<file path="src/int_divide_remainder_unit_assert.svh">
// assertion macros for the integer divide and remainder unit
// used by the top level, idru_pre and idru_step; plain text, no dependencies
`ifndef INT_DIVIDE_REMAINDER_UNIT_ASSERT_SVH
`define INT_DIVIDE_REMAINDER_UNIT_ASSERT_SVH
`ifndef SYNTHESIS
`define IDRU_ASSERT_IMP(lbl, clk, rst_n, ante, cons) \
	lbl: assert property (@(posedge clk) disable iff (!rst_n) (ante) |-> (cons)) \
		else $error("implication check failed");
`define IDRU_ASSERT_NXT(lbl, clk, rst_n, ante, cons) \
	lbl: assert property (@(posedge clk) disable iff (!rst_n) (ante) |=> (cons)) \
		else $error("next cycle check failed");
`else
`define IDRU_ASSERT_IMP(lbl, clk, rst_n, ante, cons)
`define IDRU_ASSERT_NXT(lbl, clk, rst_n, ante, cons)
`endif
`endif

</file>
<file path="src/idru_pkg.sv">
// shared types, constants and helpers for the integer divide and remainder unit
// no dependencies
`default_nettype none
package idru_pkg;
	localparam int DATA_W    = 32;
	localparam int FUNC_W    = 2;
	localparam int STEP_BITS = 2;
	localparam int N_STEPS   = DATA_W / STEP_BITS;

	typedef enum logic [FUNC_W-1:0] {
		FN_DIVU = 2'd0,
		FN_REMU = 2'd1,
		FN_DIV  = 2'd2,
		FN_REM  = 2'd3
	} func_t;

	// partial remainder, dividend bits shifting out and quotient bits shifting in
	typedef struct packed {
		logic [DATA_W-1:0] rem;
		logic [DATA_W-1:0] aq;
		logic [DATA_W-1:0] dvs;
		logic              is_rem;
		logic              neg;
	} div_word_t;

	function automatic logic [DATA_W-1:0] cond_neg(input logic [DATA_W-1:0] v, input logic n);
		return n ? (~v + {{(DATA_W-1){1'b0}}, 1'b1}) : v;
	endfunction
endpackage
`default_nettype wire

</file>
<file path="src/int_divide_remainder_unit.sv">
// top level of the 32-bit integer divide and remainder unit
// depends on idru_pkg, idru_pre, idru_step, idru_post and the assertion macro header
//
// Input channel: in_valid/in_ready with func (0 divu, 1 remu, 2 div, 3 rem),
// dividend and divisor. Output channel: out_valid/out_ready with result.
// The decode stage takes the word at the accepting edge, then sixteen divider
// stages of two quotient bits each and one output stage follow, each of them
// registered, before the word reaches out_valid.
// Throughput is one word per cycle unless stalled; every stage register has
// its own valid bit, so bubbles close up and the input is taken while results
// wait. When the receiver holds out_ready low the pipeline fills stage by stage
// and in_ready drops only once every stage holds a word; nothing is lost
// or repeated. Division by zero gives all ones for a quotient and the
// dividend for a remainder; the most negative value over minus one gives
// itself as quotient and zero as remainder.
// Reset (arst_n low) clears all valid bits at once; words in flight are
// dropped and in_ready is high as soon as the valid bits are clear.
`default_nettype none
`include "int_divide_remainder_unit_assert.svh"
module int_divide_remainder_unit (
	input  wire logic                          clk,
	input  wire logic                          arst_n,
	input  wire logic                          in_valid,
	output logic                               in_ready,
	input  wire logic [idru_pkg::FUNC_W-1:0]   func,
	input  wire logic [idru_pkg::DATA_W-1:0]   dividend,
	input  wire logic [idru_pkg::DATA_W-1:0]   divisor,
	output logic                               out_valid,
	input  wire logic                          out_ready,
	output logic [idru_pkg::DATA_W-1:0]        result
);
	import idru_pkg::*;

	div_word_t word_a  [N_STEPS+1];
	logic      valid_a [N_STEPS+1];
	logic      ready_a [N_STEPS+1];

	idru_pre u_pre (
		.clk       (clk),
		.arst_n    (arst_n),
		.in_valid  (in_valid),
		.in_ready  (in_ready),
		.func      (func),
		.dividend  (dividend),
		.divisor   (divisor),
		.out_valid (valid_a[0]),
		.out_ready (ready_a[0]),
		.out_word  (word_a[0])
	);

	for (genvar g = 0; g < N_STEPS; g++) begin : g_step
		idru_step u_step (
			.clk       (clk),
			.arst_n    (arst_n),
			.in_valid  (valid_a[g]),
			.in_ready  (ready_a[g]),
			.in_word   (word_a[g]),
			.out_valid (valid_a[g+1]),
			.out_ready (ready_a[g+1]),
			.out_word  (word_a[g+1])
		);
	end

	idru_post u_post (
		.clk       (clk),
		.arst_n    (arst_n),
		.in_valid  (valid_a[N_STEPS]),
		.in_ready  (ready_a[N_STEPS]),
		.in_word   (word_a[N_STEPS]),
		.out_valid (out_valid),
		.out_ready (out_ready),
		.result    (result)
	);

	// back pressure only comes from a full pipeline behind a stalled output
	`IDRU_ASSERT_IMP(a_stall_only_when_full, clk, arst_n, !in_ready,
		out_valid && !out_ready && valid_a[0] && valid_a[N_STEPS])
	`IDRU_ASSERT_NXT(a_word_reaches_output, clk, arst_n,
		valid_a[N_STEPS] && ready_a[N_STEPS], out_valid)
endmodule
`default_nettype wire

</file>
<file path="src/idru_pre.sv">
// first stage: decodes the function, takes operand magnitudes and the result sign
// depends on idru_pkg and the assertion macro header
`default_nettype none
`include "int_divide_remainder_unit_assert.svh"
module idru_pre (
	input  wire logic                          clk,
	input  wire logic                          arst_n,
	input  wire logic                          in_valid,
	output logic                               in_ready,
	input  wire logic [idru_pkg::FUNC_W-1:0]   func,
	input  wire logic [idru_pkg::DATA_W-1:0]   dividend,
	input  wire logic [idru_pkg::DATA_W-1:0]   divisor,
	output logic                               out_valid,
	input  wire logic                          out_ready,
	output idru_pkg::div_word_t                out_word
);
	import idru_pkg::*;

	func_t     fn;
	logic      signed_op;
	logic      neg_a;
	logic      neg_b;
	div_word_t nxt;
	logic      valid_s1;
	div_word_t word_s1;

	always_comb begin
		fn         = func_t'(func);
		signed_op  = (fn == FN_DIV) || (fn == FN_REM);
		neg_a      = signed_op & dividend[DATA_W-1];
		neg_b      = signed_op & divisor[DATA_W-1];
		nxt.rem    = '0;
		nxt.aq     = cond_neg(dividend, neg_a);
		nxt.dvs    = cond_neg(divisor, neg_b);
		nxt.is_rem = (fn == FN_REMU) || (fn == FN_REM);
		// a zero divisor leaves the all-ones quotient unsigned
		nxt.neg    = nxt.is_rem ? neg_a : ((neg_a ^ neg_b) & (divisor != '0));
	end

	assign in_ready  = !valid_s1 || out_ready;
	assign out_valid = valid_s1;
	assign out_word  = word_s1;

	always_ff @(posedge clk or negedge arst_n) begin
		if (!arst_n) begin
			valid_s1 <= 1'b0;
		end else if (in_ready) begin
			valid_s1 <= in_valid;
		end
	end

	always_ff @(posedge clk) begin
		if (in_valid && in_ready) begin
			word_s1 <= nxt;
		end
	end

	`IDRU_ASSERT_IMP(a_zero_div_unsigned, clk, arst_n,
		valid_s1 && (word_s1.dvs == '0) && !word_s1.is_rem, !word_s1.neg)
	`IDRU_ASSERT_IMP(a_rem_starts_clear, clk, arst_n, valid_s1, word_s1.rem == '0)
endmodule
`default_nettype wire

</file>
<file path="src/idru_step.sv">
// one divider stage: retires two quotient bits by restoring subtraction
// depends on idru_pkg and the assertion macro header
`default_nettype none
`include "int_divide_remainder_unit_assert.svh"
module idru_step (
	input  wire logic                 clk,
	input  wire logic                 arst_n,
	input  wire logic                 in_valid,
	output logic                      in_ready,
	input  wire idru_pkg::div_word_t  in_word,
	output logic                      out_valid,
	input  wire logic                 out_ready,
	output idru_pkg::div_word_t       out_word
);
	import idru_pkg::*;

	logic [DATA_W:0] trial;
	logic [DATA_W:0] diff;
	div_word_t       nxt;
	logic            valid_q;
	div_word_t       word_q;

	always_comb begin
		nxt   = in_word;
		trial = '0;
		diff  = '0;
		for (int i = 0; i < STEP_BITS; i++) begin
			trial   = {nxt.rem, nxt.aq[DATA_W-1]};
			diff    = trial - {1'b0, nxt.dvs};
			nxt.aq  = {nxt.aq[DATA_W-2:0], ~diff[DATA_W]};
			nxt.rem = diff[DATA_W] ? trial[DATA_W-1:0] : diff[DATA_W-1:0];
		end
	end

	assign in_ready  = !valid_q || out_ready;
	assign out_valid = valid_q;
	assign out_word  = word_q;

	always_ff @(posedge clk or negedge arst_n) begin
		if (!arst_n) begin
			valid_q <= 1'b0;
		end else if (in_ready) begin
			valid_q <= in_valid;
		end
	end

	always_ff @(posedge clk) begin
		if (in_valid && in_ready) begin
			word_q <= nxt;
		end
	end

	`IDRU_ASSERT_IMP(a_rem_below_divisor, clk, arst_n,
		valid_q && (word_q.dvs != '0), word_q.rem < word_q.dvs)
endmodule
`default_nettype wire

</file>
<file path="src/idru_post.sv">
// last stage: picks quotient or remainder, applies the sign, holds the output word
// depends on idru_pkg
`default_nettype none
module idru_post (
	input  wire logic                        clk,
	input  wire logic                        arst_n,
	input  wire logic                        in_valid,
	output logic                             in_ready,
	input  wire idru_pkg::div_word_t         in_word,
	output logic                             out_valid,
	input  wire logic                        out_ready,
	output logic [idru_pkg::DATA_W-1:0]      result
);
	import idru_pkg::*;

	logic [DATA_W-1:0] value;
	logic              valid_q;
	logic [DATA_W-1:0] result_q;

	assign value     = in_word.is_rem ? in_word.rem : in_word.aq;
	assign in_ready  = !valid_q || out_ready;
	assign out_valid = valid_q;
	assign result    = result_q;

	always_ff @(posedge clk or negedge arst_n) begin
		if (!arst_n) begin
			valid_q <= 1'b0;
		end else if (in_ready) begin
			valid_q <= in_valid;
		end
	end

	always_ff @(posedge clk) begin
		if (in_valid && in_ready) begin
			result_q <= cond_neg(value, in_word.neg);
		end
	end
endmodule
`default_nettype wire
</file>
<file path="config.mk">
export PLATFORM = sky130hd
export DESIGN_NAME = int_divide_remainder_unit
export DESIGN_NICKNAME = d
export VERILOG_FILES = /design/src/idru_pkg.sv /design/src/int_divide_remainder_unit.sv /design/src/idru_pre.sv /design/src/idru_step.sv /design/src/idru_post.sv
export VERILOG_INCLUDE_DIRS = /design/src /design/src/src
export SDC_FILE = /design/constraint.sdc
export NUM_CORES = 2
export LEC_CHECK = 0
export BUFFER_PORTS_ARGS = -buffer_cell sky130_fd_sc_hd__buf_2
export CAP_MARGIN = 20
export CORE_UTILIZATION = 57
export CTS_CLUSTER_DIAMETER = 100
export DETAILED_ROUTE_END_ITERATION = 6
export PLACE_DENSITY_LB_ADDON = 0.25
export SLEW_MARGIN = 10
export SYNTH_ARGS = -nofsm -noshare
export SYNTH_HDL_FRONTEND = slang
export SYNTH_SLANG_ARGS = --single-unit
export TNS_END_PERCENT = 1
</file>
<file path="constraint.sdc">
create_clock -name clk -period 17.83 [get_ports clk]
set_input_delay 3.566 -clock clk [delete_from_list [all_inputs] [get_ports clk]]
set_output_delay 3.566 -clock clk [all_outputs]
set_load 0.02 [all_outputs]
</file>
### After elaboration in Yosys (flattened, before gate mapping)

Index checks and enable logic that the tools add are counted.

* output and inout port bits: 34
* flip-flop bits (word level): 1652
* logic and storage cells: 273

* reductions and logical operators: 57
* mux-type cells: 37
* bitwise gates (word level): 39
* add/subtract/negate cells: 35
* equality and inequality tests: 3

Operators by type and width (count)
* $mux W32: 36
* $sub A33 B32 Y33: 31
* $add A32 B1 Y32 const B: 3
* $not A32 Y32: 3
* $sub A1 B32 Y33: 1
* $not A1 Y1: 32
* $reduce_bool A32 Y1: 1
* $logic_or A1 B1 Y1: 20
* $logic_and A1 B1 Y1: 18
* $logic_not A1 Y1: 18
* $eq A2 B2 Y1 const B: 2
* $and A1 B1 Y1: 3
* $eq A2 B1 Y1 const B: 1
* $mux W1: 1
* $xor A1 B1 Y1: 1

### Longest topological paths before layout

* depth after elaboration: 20
* mapped depth: 32
* mapped depth without buffers: 30

### Modules after synthesis

From an unflattened synthesis, not the netlist that was laid out.

* cell total of the unflattened synthesis: 11481
* area total of the unflattened synthesis: 120887.2 um2

Modules (own cells, without submodules)
* idru_step (g_step[1].u_step ...): area each 7030.5 um2, sequential area each 2967.8 um2, times used 9, cells an instance 655
* idru_step (g_step[11].u_step ...): area each 7377.1 um2, sequential area each 2967.8 um2, times used 5, cells an instance 740
* idru_step (g_step[0].u_step ...): area each 7275.7 um2, sequential area each 2967.8 um2, times used 2, cells an instance 664
* idru_pre: area each 3759.9 um2, sequential area each 2006.9 um2, times used 1, cells an instance 326
* idru_post: area each 2416.1 um2, sequential area each 985.9 um2, times used 1, cells an instance 232

### Worst setup path after synthesis

OpenSTA, ideal clock, no wires.

* kind: input -> register
* start point: input port out_ready
* end point: register g_step[5].u_step.word_q, in the netlist g_step[5].u_step.out_word[0], enable pin
* arrival: 11.145 ns
* setup slack: 5.980 ns
* required time: 17.125 ns
* stages: 6
* library setup time: 0.705 ns
* buffers on the path: 0
* cell sequence: nor2b_1 > nand3_1 > nor2_1 > nand3_1 > nor2_1 > a21boi_0

* longest elaborated chain between the ends: 13

RTL lines
* from (decl): RTL line int_divide_remainder_unit.sv:29 `input wire logic out_ready,`
* $logic_or A1 B1 Y1: RTL line idru_post.sv:21 `assign in_ready = !valid_q || out_ready;`
* $logic_or A1 B1 Y1 (11 in series): RTL line idru_step.sv:35 `assign in_ready = !valid_q || out_ready;`
* $logic_and A1 B1 Y1: RTL line idru_step.sv:48 `if (in_valid && in_ready) begin`
* to (signal assigned): RTL line idru_step.sv:49 `word_q <= nxt;`
* to (decl): RTL line idru_step.sv:21 `div_word_t word_q;`

Every way passes these cells.
A chain may end at the register's enable or synchronous reset.

### Worst setup path after layout

* start point: input port out_ready
* end point: output port in_ready

* longest elaborated chain between the ends: 18

RTL lines
* $logic_or A1 B1 Y1: RTL line idru_post.sv:21
* $logic_or A1 B1 Y1 (16 in series): RTL line idru_step.sv:35
* $logic_or A1 B1 Y1: RTL line idru_pre.sv:40 `assign in_ready = !valid_s1 || out_ready;`
* to (decl): RTL line int_divide_remainder_unit.sv:24 `output logic in_ready,`

Every way passes these cells.

==> results.toml <==
[cts]
ctsResizeCount = 0
cts_tree = "built"
htree_levels = 4
clkTransAtPathRegs_ns = 0.07
cts-hold-fix-buffers = 0
cts.repair_timing.setup_buffer_count = 0
clock_insertion_delay_worst_skew_ns = 0.86
numCtsBuffers = 178
cts.root.buffer_cell = "sky130_fd_sc_hd__clkbuf_16"
max-clock-path-buffers = 3
cts.sinks = 1652

[detailed_routing]
avgRoutedWirePerCell_um = 22.11
detail-route-antenna-nets = 0
dr_total_vias = 84800
remaining_drc_errors = 0
drt_pre_antenna_iters = 6
drt-initial-drc-count = 7574
detail_route.vias_per_cell = 6.128
drt-total-wl_mm = 305.9

[sta]
setup_viol_count_final = 0
timing.final.crit_period_ns = 10.31
finalClockSkew_ns = 0.03771
timing.max_slew.rel_slack_pct = 20.17
finalHoldViolations = 0
highest_clock_rate_ghz = 0.09697
timing.final.max_slew_violations = 0
layout_worst_path_cycle_share_pct = 57.84
grt_setup_unrepaired = "false"
postLayoutSetupSlackWorst_ns = 7.517
worst_pin_slew_ns = 1.193
setup_total_negative_slack_ns = 0

[logic_synthesis]
ys_types = 95
largest_family_of_logic_cells_by_synthesized_area = "compound AO/OA/AOI/OAI gates"
synth_simple_gate_area_share_pct = 10.28
syn-cell-area_um2 = 113400
netlist_instances = 10870
synth-warning-count = 0
synth_async_reset_ratio_pct = 1.090
synth-compound-area-share_pct = 17.74
synth_seq_cells = 1652
synthAdderAreaFrac_pct = 11.55
dominantRegCellSynth = "sky130_fd_sc_hd__edfxtp_1"
synth_enable_flop_cells = 1634
syn_avg_cell_area_um2 = 10.43
synthXorXnorAreaFrac_pct = 7.151
yosysSeqAreaShare_pct = 43.68
synthMuxAreaShare_pct = 6.041

[worst_setup_path]
max_stage_delay_ns = 0.68
cp_slowest_cell = "sky130_fd_sc_hd__nor2_1"
critPathRequiredTime_ns = 14.26
worstSetupStartpoint = "out_ready"
cp-start-kind = "input pin"
path_max_fanout = 6
worst_r2r_endpoint = "g_step[7].u_step.out_word[75]"
worst-r2r-cell-count = 28
criticalPathCategory = "input pin to output port"
critical_path.most_common_cell = "sky130_fd_sc_hd__nor2_1"
reg2reg_setup_slack_ns = 8.21
worstPathArrival_ns = 6.75
cp_cell_sequence = "buf_2 > nor2b_1 > nand3_1 > nor2_1 > nand3_1 > nor2_1 > nand4_1 > nor2_1 > and3_1 > nand4_1 > buf_2"
worst_r2r_startpoint = "g_step[6].u_step.out_word[65]"
setup.worst_path.end_class = "output port"

[cells_and_area]
final_area_um2 = 123400
area.growth.synth_to_final_pct = 8.881
num-fill-cells = 16040
layout_cells_sized_above_1_pct = 9.823
multi_input_area_um2 = 60230
num-nets-final = 12130
finish.utilization_pct = 62.52
seq_area_um2 = 49520

[global_routing]
grt_usage_pct = 29.96
grt.overflow.total = 0
grt_pass1_wl_mm = 467.7
grt_start_max_net_pins = 70
first_global_vias = 81500
initial_antenna_violation_count = 11

[placed_design]
dpl_hpwl_mm = 241.6
port_buffers = 103
placement.cell_area_um2 = 117400
routability_driven_placement_congestion_ratio = 0.9677
post-place-ws_ns = 7.691

[min_path]
holdCritStartpoint = "g_step[5].u_step.out_word[39]"
end_point_of_the_worst_hold_path = "g_step[6].u_step.out_word[41]"
hp-class = "flop to flop"
hold_path_depth = 0

[floorplanning]
die_h_um = 448.0
floorplan.initialDensity_pct = 57.42
rows = 163
ioPinCount = 104
core_region_area_um2 = 197400
fp.dieArea_um2 = 200700
dieWidth_um = 448.0

[job]
drv_cap = 0

[run_status]
status = "finished clean"
## layer usage
metal  part of all wire (%)  track usage, %  vias up  wire length (um)
li1                       -               -    40850                 -
met1                     44           40.07    40890            133700
met2                     46           48.26     2533            139900
met3                    5.4           3.764      520             16380
met4                    5.2           14.59        0             15850
met5                      0               0        -                 0
## logic make-up after synthesis
kind of cell / count (synthesis)
other: 1
XOR/XNOR: 920
flip-flops: 1652
multiplexers: 619
AND/OR/NAND/NOR: 2469
buffers and inverters: 1060
AO/OA/AOI/OAI: 3122
adder cells (fa/ha/maj): 1028
## state kept, by name (all words and copies together), names as in the netlist
signal and count:
g_step.u_step.out_word 1536, u_pre.out_valid 1, g_step.u_step.out_valid 16, u_pre.out_word 66, u_post.result 32, u_post.out_valid 1
## worst max-delay path, delay by kind of cell
family | cells | cell delay, ns
simple gates | 9 | 2.86
buf+inv | 2 | 0.30
## Yosys cell counts, types with 44 or more instances
master | instances | area (um^2)
sky130_fd_sc_hd__a211oi_1 | 102 | 765.7
sky130_fd_sc_hd__a21boi_0 | 44 | 330.3
sky130_fd_sc_hd__a21o_1 | 449 | 3371
sky130_fd_sc_hd__a21oi_1 | 859 | 4299
sky130_fd_sc_hd__a221o_1 | 52 | 520.5
sky130_fd_sc_hd__a221oi_1 | 45 | 394.1
sky130_fd_sc_hd__a22oi_1 | 46 | 345.3
sky130_fd_sc_hd__a31oi_1 | 93 | 581.8
sky130_fd_sc_hd__and2_1 | 57 | 356.6
sky130_fd_sc_hd__and3_1 | 66 | 412.9
sky130_fd_sc_hd__clkbuf_1 | 177 | 664.4
sky130_fd_sc_hd__edfxtp_1 | 1634 | 49070
sky130_fd_sc_hd__ha_1 | 997 | 12470
sky130_fd_sc_hd__inv_1 | 831 | 3119
sky130_fd_sc_hd__mux2_2 | 485 | 5461
sky130_fd_sc_hd__mux2i_1 | 100 | 1001
sky130_fd_sc_hd__nand2_1 | 742 | 2785
sky130_fd_sc_hd__nand2b_1 | 155 | 969.7
sky130_fd_sc_hd__nand3_1 | 187 | 935.9
sky130_fd_sc_hd__nand4_1 | 84 | 525.5
sky130_fd_sc_hd__nor2_1 | 644 | 2417
sky130_fd_sc_hd__nor2b_1 | 148 | 925.9
sky130_fd_sc_hd__nor3_1 | 179 | 895.9
sky130_fd_sc_hd__o211ai_1 | 61 | 457.9
sky130_fd_sc_hd__o21a_1 | 159 | 1194
sky130_fd_sc_hd__o21ai_0 | 676 | 3383
sky130_fd_sc_hd__o21bai_1 | 122 | 915.9
sky130_fd_sc_hd__o221ai_1 | 48 | 420.4
sky130_fd_sc_hd__o31ai_1 | 81 | 608.1
sky130_fd_sc_hd__or2_2 | 48 | 300.3
sky130_fd_sc_hd__or3_1 | 55 | 344.1
sky130_fd_sc_hd__xnor2_1 | 575 | 5036
sky130_fd_sc_hd__xor2_1 | 340 | 2978
## area by class of cell
type                    instances  area share [%]
flip-flops and latches       1652           40.12
well taps                    2640           2.676
multi-input cells            8173           48.79
clock buffers                 201           3.679
clock inverters               132           1.165
repair buffers                193           1.008
inverters                     837           2.545
diodes                          9         0.01825
## per-stage QoR
stage | hold WS (ns) | instances
2_1_floorplan | 0.4003 | 10890
3_3_place_gp | 0.4001 | 13490
3_5_place_dp | 0.4045 | 13490
4_1_cts | 0.4122 | 13820
5_1_grt | 0.4172 | 13830
6_report | 0.4053 | 13840
## worst max path at each step
stage	end	slack, ns	cells past startpoint
6_report	in_ready	7.52	11
5_1_grt	in_ready	7.33	11
4_1_cts	in_ready	7.57	11
3_5_place_dp	in_ready	7.69	11
3_3_place_gp	in_ready	7.73	11
2_1_floorplan	g_step[5].u_step.out_word[0]	5.98	6
## placed cells by master (no fill, tap or decap), types with 45 or more instances in the layout
cell | Yosys | routed
sky130_fd_sc_hd__o31ai_1 | 81 | 81
sky130_fd_sc_hd__o221ai_1 | 48 | 48
sky130_fd_sc_hd__o21ai_0 | 676 | 676
sky130_fd_sc_hd__nand4_1 | 84 | 84
sky130_fd_sc_hd__nand2_1 | 742 | 742
sky130_fd_sc_hd__a31oi_1 | 93 | 91
sky130_fd_sc_hd__nand2b_1 | 155 | 155
sky130_fd_sc_hd__or3_1 | 55 | 55
sky130_fd_sc_hd__clkbuf_16 | 0 | 178
sky130_fd_sc_hd__nor2_1 | 644 | 644
sky130_fd_sc_hd__and3_1 | 66 | 66
sky130_fd_sc_hd__buf_2 | 27 | 103
sky130_fd_sc_hd__a22oi_1 | 46 | 46
sky130_fd_sc_hd__nor2b_1 | 148 | 141
sky130_fd_sc_hd__or2_2 | 48 | 48
sky130_fd_sc_hd__nand3_1 | 187 | 186
sky130_fd_sc_hd__o211ai_1 | 61 | 61
sky130_fd_sc_hd__a211oi_1 | 102 | 102
sky130_fd_sc_hd__buf_4 | 1 | 83
sky130_fd_sc_hd__o21bai_1 | 122 | 122
sky130_fd_sc_hd__mux2_2 | 485 | 485
sky130_fd_sc_hd__inv_1 | 831 | 831
sky130_fd_sc_hd__mux2i_1 | 100 | 99
sky130_fd_sc_hd__xnor2_1 | 575 | 563
sky130_fd_sc_hd__a21o_1 | 449 | 449
sky130_fd_sc_hd__a221oi_1 | 45 | 45
sky130_fd_sc_hd__a221o_1 | 52 | 52
sky130_fd_sc_hd__edfxtp_1 | 1634 | 1634
sky130_fd_sc_hd__xor2_1 | 340 | 334
sky130_fd_sc_hd__o21a_1 | 159 | 159
sky130_fd_sc_hd__nor3_1 | 179 | 178
sky130_fd_sc_hd__and2_1 | 57 | 48
sky130_fd_sc_hd__ha_1 | 997 | 997
sky130_fd_sc_hd__a21oi_1 | 859 | 858
Power is not shown: default switching activity piles up to over one toggle a cycle in this logic, so the estimate is an artifact.
